--- src/sv/ffha_pkg.sv ---
// Shared types for the first-fit heap allocator.
package ffha_pkg;

	typedef enum logic [1:0] {
		ALU_ADDH = 2'd0,
		ALU_SUB  = 2'd1,
		ALU_SUBH = 2'd2
	} alu_op_t;

	typedef struct packed {
		logic len_we;
		logic free_we;
		logic free_val;
	} ffha_wr_t;

endpackage

--- src/sv/ffha_alu.sv ---
// Shared add/subtract unit with optional header-size term.
module ffha_alu import ffha_pkg::*; #(
	parameter int W      = 15,
	parameter int HEADER = 16
) (
	input  alu_op_t        op,
	input  logic [W-1:0]   a,
	input  logic [W-1:0]   b,
	output logic [W-1:0]   y
);

	localparam logic [W-1:0] HDR = W'(HEADER);

	always_comb begin
		case (op)
			ALU_ADDH: y = a + b + HDR;
			ALU_SUB:  y = a - b;
			ALU_SUBH: y = a - b - HDR;
			default:  y = '0;
		endcase
	end

endmodule

--- config.mk ---
export PLATFORM = sky130hd
export DESIGN_NAME = ffha_alu
export DESIGN_NICKNAME = d
export VERILOG_FILES = /design/src/sv/ffha_pkg.sv /design/src/sv/ffha_alu.sv
export SDC_FILE = /design/constraint.sdc
export NUM_CORES = 1
export LEC_CHECK = 0
export CAP_MARGIN = 25
export CORE_MARGIN = 2
export CORE_UTILIZATION = 50
export DETAILED_ROUTE_END_ITERATION = 10
export DONT_BUFFER_PORTS = 1
export PLACE_DENSITY_LB_ADDON = 0.25
export SLEW_MARGIN = 10
export SYNTH_ARGS = -nofsm -noshare
export SYNTH_HDL_FRONTEND = slang
export SYNTH_SLANG_ARGS = --single-unit
--- constraint.sdc ---
create_clock -name vclk -period 5.24
set_input_delay 1.048 -clock vclk [all_inputs]
set_output_delay 1.048 -clock vclk [all_outputs]
set_load 0.02 [all_outputs]
==> results of run 1 <==
==> kinds of logic after synthesis <==
kind of cell / Yosys count
adders and majority gates: 44
AOI/OAI and AO/OA: 100
buffers and inverters: 40
and+or+nand+nor: 95
muxes: 1
xor gates and xnor gates: 20
==> worst max-delay path, stage by stage <==
cell	delay [ns]
sky130_fd_sc_hd__inv_1	0.03
sky130_fd_sc_hd__ha_1	0.22
sky130_fd_sc_hd__fa_1	0.41
sky130_fd_sc_hd__nand2b_1	0.21
sky130_fd_sc_hd__a211oi_4	0.37
sky130_fd_sc_hd__o221ai_2	0.21
sky130_fd_sc_hd__a211oi_1	0.44
sky130_fd_sc_hd__a211oi_2	0.11
sky130_fd_sc_hd__and3b_4	0.22
sky130_fd_sc_hd__a21o_1	0.18
sky130_fd_sc_hd__a211oi_2	0.37
==> metrics by stage <==
step	util	instances	hold WS, ns	instance area, um2	setup WS (ns)
global route	0.527	353	2.24	2260	0.258
finish	0.527	353	2.23	2260	0.378
CTS	0.527	353	2.23	2260	0.414
global placement	0.527	353	2.24	2260	0.473
floorplan	-	300	2.28	2180	0.655
detailed placement	0.527	353	2.23	2260	0.428
==> cell type report <==
cell class | instances | area share
inverter | 38 | 0.0630
timing repair buffer | 3 | 0.00995
multi-input combinational | 260 | 0.898
tap | 52 | 0.0287
==> path summary, 6_finish.rpt <==
kind / to / startpoint / cells past startpoint
max: y[13] / a[0] / 11
min: y[0] / op[0] / 1
==> routing by layer <==
| metal | track usage | vias up | part of all wire |
|---|---|---|---|
| li1 | - | 1094 | - |
| met1 | 0.303 | 1021 | 0.46 |
| met2 | 0.408 | 65 | 0.48 |
| met3 | 0.00433 | 4 | 0.048 |
| met4 | 0.0256 | 0 | 0.0067 |
| met5 | 0 | - | 0 |
==> report_power, final <==
group	switching, W	total (W)	internal (W)
clock network	0	0	0
registers	0	0	0
logic	0.000214	0.000353	0.000139
total	0.000214	0.000353	0.000139
==> layout by cell type, fill, tap and decap left out, drive strengths merged, types with 6 or more instances in the layout <==
master  count
a211oi      9
xnor2      15
nor3        6
a21o       11
inv        38
nand2b      6
a21oi      18
nor2       28
nor2b       7
ha         42
o21ai      21
nand2      16
==> out/qor.yml, run 1 <==
drt:
  routed-via-count: 2184
  drcViolationCount: 0
  drt-initial-drc-count: 138
  routed_via_density: 6.19
  drtAntennaViolNets: 0
  detail_route.wl_per_cell_um: 16.1
  totalWireLength_um: 5690
  drt_first_pass_iters: 4
pwr:
  power_per_cell_area_mw_per_mm2: 156
  ir_worst_vdd_uv: 66.3
  static-leakage-power_nw: 1.08
  post-layout-total-power_w: 0.000353
flow_run:
  timing.max_cap.violations: 0
placed_design:
  dp.final_hpwl_um: 4760
  finalWeightedCongestion: 0.888
  placement.io_buffers: 0
floorplan:
  core_mm2: 0.00429
  die_width_um: 70.1
  die_h_um: 70.1
  initial_core_util: 0.508
  floorplan.rows: 24
  die_area_mm2: 0.00491
  ioPinCount: 47
finish:
  fill_cells: 444
  final-seq-area_um2: 0
  area_growth_syn_to_layout_pct: 3.67
  post_route_cells_drive_above_1_share: 0.0797
  multiInputGateArea_mm2: 0.00203
  diodes: 0
  final_nets: 379
  numSequentialCells: 0
  clock_buffer_cells: 0
synthesis:
  complex_gate_fraction_of_the_synthesized_area: 0.348
  post_synth_and_or_nand_nor_area_fraction: 0.236
  syn_nets: 376
  synth_fa_ha_area_frac: 0.259
  synth_area_mm2: 0.00218
  yosysTopAreaCell: "sky130_fd_sc_hd__ha_1"
  synth.area.mux_share: 0.00458
  netlist_top_cells_count: "42 x sky130_fd_sc_hd__ha_1, 37 x sky130_fd_sc_hd__inv_1, 27 x sky130_fd_sc_hd__nor2_1"
  ys_top_cells_by_area: "sky130_fd_sc_hd__ha_1 24%, sky130_fd_sc_hd__inv_1 6.4%, sky130_fd_sc_hd__xnor2_1 5.6%"
  post_synth_num_cell_types: 62
  top_count_cell_post_synth: "sky130_fd_sc_hd__ha_1"
  synth_top_family_by_area: "compound AO/OA/AOI/OAI gates"
  synthDominantCellAreaShare: 0.241
  post_synth_xor_area_fraction: 0.0837
  synth.yosys.seq_area_share: 0
  yosys_synthesis_warning_count: 0
  post_synth_inst_count: 300
  syn-mean-instance-area_um2: 7.28
timing:
  relSlewSlack: 0.518
  setup_violations: 0
  max_slew_violation_count: 0
  max_clock_freq_mhz: 206
  finalHoldViolCount: 0
  min_period_over_period: 0.928
  finalWorstPathRequiredPeriod_ns: 4.86
  unrepaired_setup_endpoints_after_global_routing: "no"
  worstMarginPinSlew_ns: 0.717
  setup-tns-final_ns: 0
global_routing:
  global_route_usage_over_all_layers: 0.224
  first_pass_grt_wire_length_um: 9290
  gr-total-overflow: 0
  grt_antenna_before_repair: 0
  first_global_vias: 2092
  grt_start_max_net_pins: 16
clock_tree:
  ctsResizeCount: 0
  setup_fix_buffers_added_after_clock_tree_synthesis: 0
  cts_hold_buffers: 0
min_path:
  min_path_type: "primary input to primary output"
status:
  run_status: "finished, final reports clean"
worst_setup_path:
  critical_path.endpoint_type: "primary output"
  cp.required_ns: 4.19
  worst_ep_arrival_time_ns: 3.81
  critPathLaunchType: "primary input"
  timing.critical_path.fanout_max: 5
  crit_path_kind: "primary input to primary output"
(Power assumes the default switching activity.)
==> run 2: changes to the inputs <==
--- a/config.mk
+++ b/config.mk
@@ -6,11 +6,13 @@
 export NUM_CORES = 1
 export LEC_CHECK = 0
 export CAP_MARGIN = 25
+export CORE_ASPECT_RATIO = 1.25
 export CORE_MARGIN = 2
 export CORE_UTILIZATION = 50
 export DETAILED_ROUTE_END_ITERATION = 10
 export DONT_BUFFER_PORTS = 1
 export PLACE_DENSITY_LB_ADDON = 0.25
+export REMOVE_ABC_BUFFERS = 1
 export SLEW_MARGIN = 10
 export SYNTH_ARGS = -nofsm -noshare
 export SYNTH_HDL_FRONTEND = slang
==> constraint.sdc (replaced) <==
create_clock -name vclk -period 6.1
set_input_delay 1.22 -clock vclk [all_inputs]
set_output_delay 1.22 -clock vclk [all_outputs]
set_load 0.02 [all_outputs]
==> out/qor.yml, run 2 (same netlist as run 1, synthesis figures left out) <==
drt:
  drt-initial-drc-count: 105  # -24%
  totalWireLength_um: 5500  # -3.3%
  drtAntennaViolNets: 0  # unchanged
  drcViolationCount: 0  # unchanged
  detail_route.wl_per_cell_um: 15.5  # -3.6%
  routed-via-count: 2111  # -3.3%
  routed_via_density: 5.96  # -3.6%
  drt_first_pass_iters: 4  # unchanged
timing:
  setup_violations: 0  # unchanged
  relSlewSlack: 0.468  # -0.0494
  finalHoldViolCount: 0  # unchanged
  max_clock_freq_mhz: 189
  min_period_over_period: 0.866
  max_slew_violation_count: 0  # unchanged
  unrepaired_setup_endpoints_after_global_routing: "no"
  finalWorstPathRequiredPeriod_ns: 5.28
  worstMarginPinSlew_ns: 0.791  # +0.0735 ns
  setup-tns-final_ns: 0  # unchanged
global_routing:
  grt_antenna_before_repair: 0  # unchanged
  global_route_usage_over_all_layers: 0.219  # -0.00548
  grt_start_max_net_pins: 16  # unchanged
  first_global_vias: 2081  # -0.53%
  first_pass_grt_wire_length_um: 9070  # -2.4%
  gr-total-overflow: 0  # unchanged
finish:
  clock_buffer_cells: 0  # unchanged
  multiInputGateArea_mm2: 0.00203  # unchanged
  final-seq-area_um2: 0  # unchanged
  diodes: 0  # unchanged
  post_route_cells_drive_above_1_share: 0.0705  # -0.00926
  layoutNonFillerInstCount: 354  # +0.28%
  numSequentialCells: 0  # unchanged
  final_nets: 376  # -0.79%
  fill_cells: 424  # -4.5%
  layout_common_cells: "42 x sky130_fd_sc_hd__ha_1, 37 x sky130_fd_sc_hd__inv_1, 27 x sky130_fd_sc_hd__nor2_1"
  layout.cells.most_common: "sky130_fd_sc_hd__ha_1"
  area_growth_syn_to_layout_pct: 2.87
floorplan:
  initial_core_util: 0.528  # +0.0200
  core_mm2: 0.00413  # -3.8%
  die_area_mm2: 0.00491  # about the same
  die_width_um: 63.1  # -10%
  die_h_um: 77.9  # +11%
  ioPinCount: 47  # unchanged
  floorplan.rows: 26  # +8.3%
worst_setup_path:
  crit_path_kind: "primary input to primary output"
  cp.required_ns: 4.88  # +0.69 ns
  worst_ep_arrival_time_ns: 4.06  # +0.25 ns
  critical_path.endpoint_type: "primary output"
  timing.critical_path.fanout_max: 5  # unchanged
  critPathLaunchType: "primary input"
pwr:
  ir_worst_vdd_uv: 52.8  # -20%
  static-leakage-power_nw: 1.07  # -1.4%
  power_per_cell_area_mw_per_mm2: 132  # -15%
clock_tree:
  cts_hold_buffers: 0  # unchanged
  setup_fix_buffers_added_after_clock_tree_synthesis: 0  # unchanged
  ctsResizeCount: 0  # unchanged
placed_design:
  dp_cells: 354  # +0.28%
  finalWeightedCongestion: 0.889  # +0.14%
  placement.io_buffers: 0  # unchanged
  dp.final_hpwl_um: 4720  # -0.77%
min_path:
  min_path_type: "primary input to primary output"
flow_run:
  timing.max_cap.violations: 0  # unchanged
status:
  run_status: "finished, final reports clean"
-- run 2: cell count changes in the layout (fill, tap and decap cells not counted) --
| cell | previous run | this run |
|---|---|---|
| sky130_fd_sc_hd__buf_4 | 3 | 0 |
-- run 2: power by group --
part           total [W]  internal (W)  switching (W)  leakage (nW)
Sequential             0             0              0             0
Clock                  0             0              0             0
Combinational   0.000296      0.000115       0.000182          1.07
-- run 2: stage by stage --
stage	hold WS, ns	cell area, um2	setup WS (ns)	util	power [W]
after global placement	2.57	2250	0.895	0.544	0.000289
final	2.58	2250	0.815	0.544	0.000296
after detailed placement	2.58	2250	0.824	0.544	0.000293
after floorplan	2.57	2180	1.17	-	0.000242
after global routing	2.58	2250	0.661	0.544	0.000326
after CTS	2.58	2250	0.808	0.544	0.000295
-- run 2: worst paths after layout --
kind | start | endpoint | slack, ns | cells after the start
worst min-delay path | op[0] | y[0] | 2.58 | 1
worst max-delay path | a[0] | y[11] | 0.82 | 11
-- run 2: worst max-delay path, cell delays in order --
cell,delay [ns]
sky130_fd_sc_hd__inv_1,0.02
sky130_fd_sc_hd__ha_1,0.22
sky130_fd_sc_hd__fa_1,0.42
sky130_fd_sc_hd__nand2b_1,0.22
sky130_fd_sc_hd__a211oi_4,0.36
sky130_fd_sc_hd__o221a_2,0.27
sky130_fd_sc_hd__o221ai_2,0.13
sky130_fd_sc_hd__a211oi_2,0.36
sky130_fd_sc_hd__nand3b_1,0.11
sky130_fd_sc_hd__nor3b_1,0.15
sky130_fd_sc_hd__o31ai_1,0.58
-- run 2: area by class of cell --
| class | count | area share |
|---|---|---|
| multi-input cells | 260 | 0.905 |
| inverters | 38 | 0.0635 |
| well taps | 56 | 0.0312 |
-- run 2: per-layer routing --
layer	up-vias	GRT usage	routed length, um	part of all wire
li1	1081	-	-	-
met1	981	0.247	2260	0.41
met2	43	0.457	3070	0.56
met3	6	0	126	0.023
met4	0	0.0244	47	0.0085
met5	-	0	0	0
==> run 3: changes to the inputs <==
--- a/config.mk
+++ b/config.mk
@@ -8,7 +8,7 @@
 export CAP_MARGIN = 25
 export CORE_ASPECT_RATIO = 1.25
 export CORE_MARGIN = 2
-export CORE_UTILIZATION = 50
+export CORE_UTILIZATION = 61
 export DETAILED_ROUTE_END_ITERATION = 10
 export DONT_BUFFER_PORTS = 1
 export PLACE_DENSITY_LB_ADDON = 0.25
==> out/qor.yml, run 3 (same netlist as run 1, synthesis figures left out) <==
status:
  run_status: "finished, final reports clean"
worst_setup_path:
  crit_path_kind: "primary input to primary output"
  critical_path.endpoint_type: "primary output"
  cp.required_ns: 4.88  # about the same
  worst_setup_path_startpoint: "a[0]"
  timing.critical_path.fanout_max: 5  # unchanged
  critPathLaunchType: "primary input"
  worst_ep_arrival_time_ns: 4.03  # -0.03 ns
floorplan:
  die_area_mm2: 0.00408  # -17%
  die_width_um: 57.5  # -8.9%
  ioPinCount: 47  # unchanged
  die_h_um: 70.9  # -9.0%
  initial_core_util: 0.632  # +0.104
  floorplan.rows: 24  # -7.7%
  core_mm2: 0.00345  # -16%
pwr:
  combPwrFrac: 1.000  # about the same
  p_sw_frac: 0.609  # -0.00394
  total_switching_power_w: 0.000178  # -1.9%
  clock_network_power_share: 0  # unchanged
  seq_power_share: 0  # unchanged
  power_per_cell_area_mw_per_mm2: 131  # -0.29%
  ir_worst_vdd_uv: 72.9  # +38%
  static-leakage-power_nw: 1.07  # unchanged
  internal-power_w: 0.000114  # -0.23%
finish:
  layout_common_cells: "42 x sky130_fd_sc_hd__ha_1, 37 x sky130_fd_sc_hd__inv_1, 27 x sky130_fd_sc_hd__nor2_1"
  area_growth_syn_to_layout_pct: 1.89
  layout.cells.most_common: "sky130_fd_sc_hd__ha_1"
  diodes: 0  # unchanged
  post_route_cells_drive_above_1_share: 0.0705  # unchanged
  final-seq-area_um2: 0  # unchanged
  final_area_mm2: 0.00222  # -0.95%
  final_nets: 376  # unchanged
  fill_cells: 334  # -21%
  multiInputGateArea_mm2: 0.00203  # unchanged
  clock_buffer_cells: 0  # unchanged
  numSequentialCells: 0  # unchanged
drt:
  totalWireLength_um: 5240  # -4.7%
  detail_route.wl_per_cell_um: 15.6  # about the same
  drt-initial-drc-count: 73  # -30%
  drtAntennaViolNets: 0  # unchanged
  routed-via-count: 2105  # -0.28%
  routed_via_density: 6.25  # +4.7%
  drt_first_pass_iters: 4  # unchanged
  drcViolationCount: 0  # unchanged
min_path:
  worst_hold_path.endpoint: "y[0]"
  min_path_type: "primary input to primary output"
  holdCritStartpoint: "op[0]"
  min_delay_path_depth: 1  # unchanged
placed_design:
  placement.io_buffers: 0  # unchanged
  placement.cell_area_mm2: 0.00222  # -0.95%
  dp.final_hpwl_um: 4580  # -2.9%
  finalWeightedCongestion: 0.913  # +2.6%
global_routing:
  global_route_usage_over_all_layers: 0.265  # +0.0463
  gr-total-overflow: 0  # unchanged
  first_global_vias: 2188  # +5.1%
  grt_start_max_net_pins: 16  # unchanged
  grt_antenna_before_repair: 0  # unchanged
  first_pass_grt_wire_length_um: 9090  # +0.23%
clock_tree:
  cts_hold_buffers: 0  # unchanged
  setup_fix_buffers_added_after_clock_tree_synthesis: 0  # unchanged
  ctsResizeCount: 0  # unchanged
timing:
  unrepaired_setup_endpoints_after_global_routing: "no"
  relSlewSlack: 0.488  # +0.0197
  max_clock_freq_mhz: 190  # +0.66%
  setup_violations: 0  # unchanged
  min_period_over_period: 0.861  # -0.00570
  finalWorstPathRequiredPeriod_ns: 5.25  # -0.0347 ns
  max_slew_violation_count: 0  # unchanged
  setup-tns-final_ns: 0  # unchanged
  worstMarginPinSlew_ns: 0.761  # -0.0293 ns
  finalHoldViolCount: 0  # unchanged
flow_run:
  timing.max_cap.violations: 0  # unchanged
## run 3: cell counts in the layout (fill, tap and decap cells not counted)
Identical to the previous run, type by type.
## run 3: stage by stage
step / hold WS (ns) / worst slack [ns] / utilization / power, W / cells
6_report: 2.57 / 0.850 / 0.644 / 0.000292 / 337
2_1_floorplan: 2.57 / 1.17 / - / 0.000242 / 298
3_3_place_gp: 2.57 / 0.949 / 0.644 / 0.000286 / 337
4_1_cts: 2.57 / 0.878 / 0.644 / 0.000291 / 337
5_1_grt: 2.58 / 0.671 / 0.644 / 0.000325 / 337
3_5_place_dp: 2.57 / 0.877 / 0.644 / 0.000290 / 337
## run 3: power by group through the flow
stage / Sequential (W) / Combinational, W / Clock [W]
final: 0 / 0.000292 / 0
after global routing: 0 / 0.000325 / 0
after CTS: 0 / 0.000291 / 0
after detailed placement: 0 / 0.000290 / 0
after global placement: 0 / 0.000286 / 0
after floorplan: 0 / 0.000242 / 0
## run 3: metal layers
metal | share of wire | vias up | track usage
li1 | - | 1082 | -
met1 | 0.41 | 954 | 0.319
met2 | 0.53 | 55 | 0.495
met3 | 0.033 | 14 | 0.0110
met4 | 0.030 | 0 | 0.0801
met5 | 0 | - | 0
## run 3: worst max path at each step
| stage | endpoint | slack (ns) | cells past startpoint |
|---|---|---|---|
| after floorplan | y[11] | 1.17 | 11 |
| after global placement | y[11] | 0.95 | 11 |
| after detailed placement | y[11] | 0.88 | 11 |
| after CTS | y[11] | 0.88 | 11 |
| after global routing | y[11] | 0.67 | 11 |
| final | y[11] | 0.85 | 11 |
## run 3: critical path, stage by stage
cell                       delay, ns
sky130_fd_sc_hd__inv_1          0.02
sky130_fd_sc_hd__ha_1           0.21
sky130_fd_sc_hd__fa_1           0.40
sky130_fd_sc_hd__nand2b_1       0.22
sky130_fd_sc_hd__a211oi_4       0.34
sky130_fd_sc_hd__o221a_2        0.27
sky130_fd_sc_hd__o221ai_2       0.11
sky130_fd_sc_hd__a211oi_2       0.33
sky130_fd_sc_hd__nand3b_1       0.11
sky130_fd_sc_hd__nor3b_1        0.15
sky130_fd_sc_hd__o31ai_1        0.63
## run 3: cell type report
type / count / area share
tap: 39 / 0.0219
multi-input combinational: 260 / 0.914
inverter: 38 / 0.0641
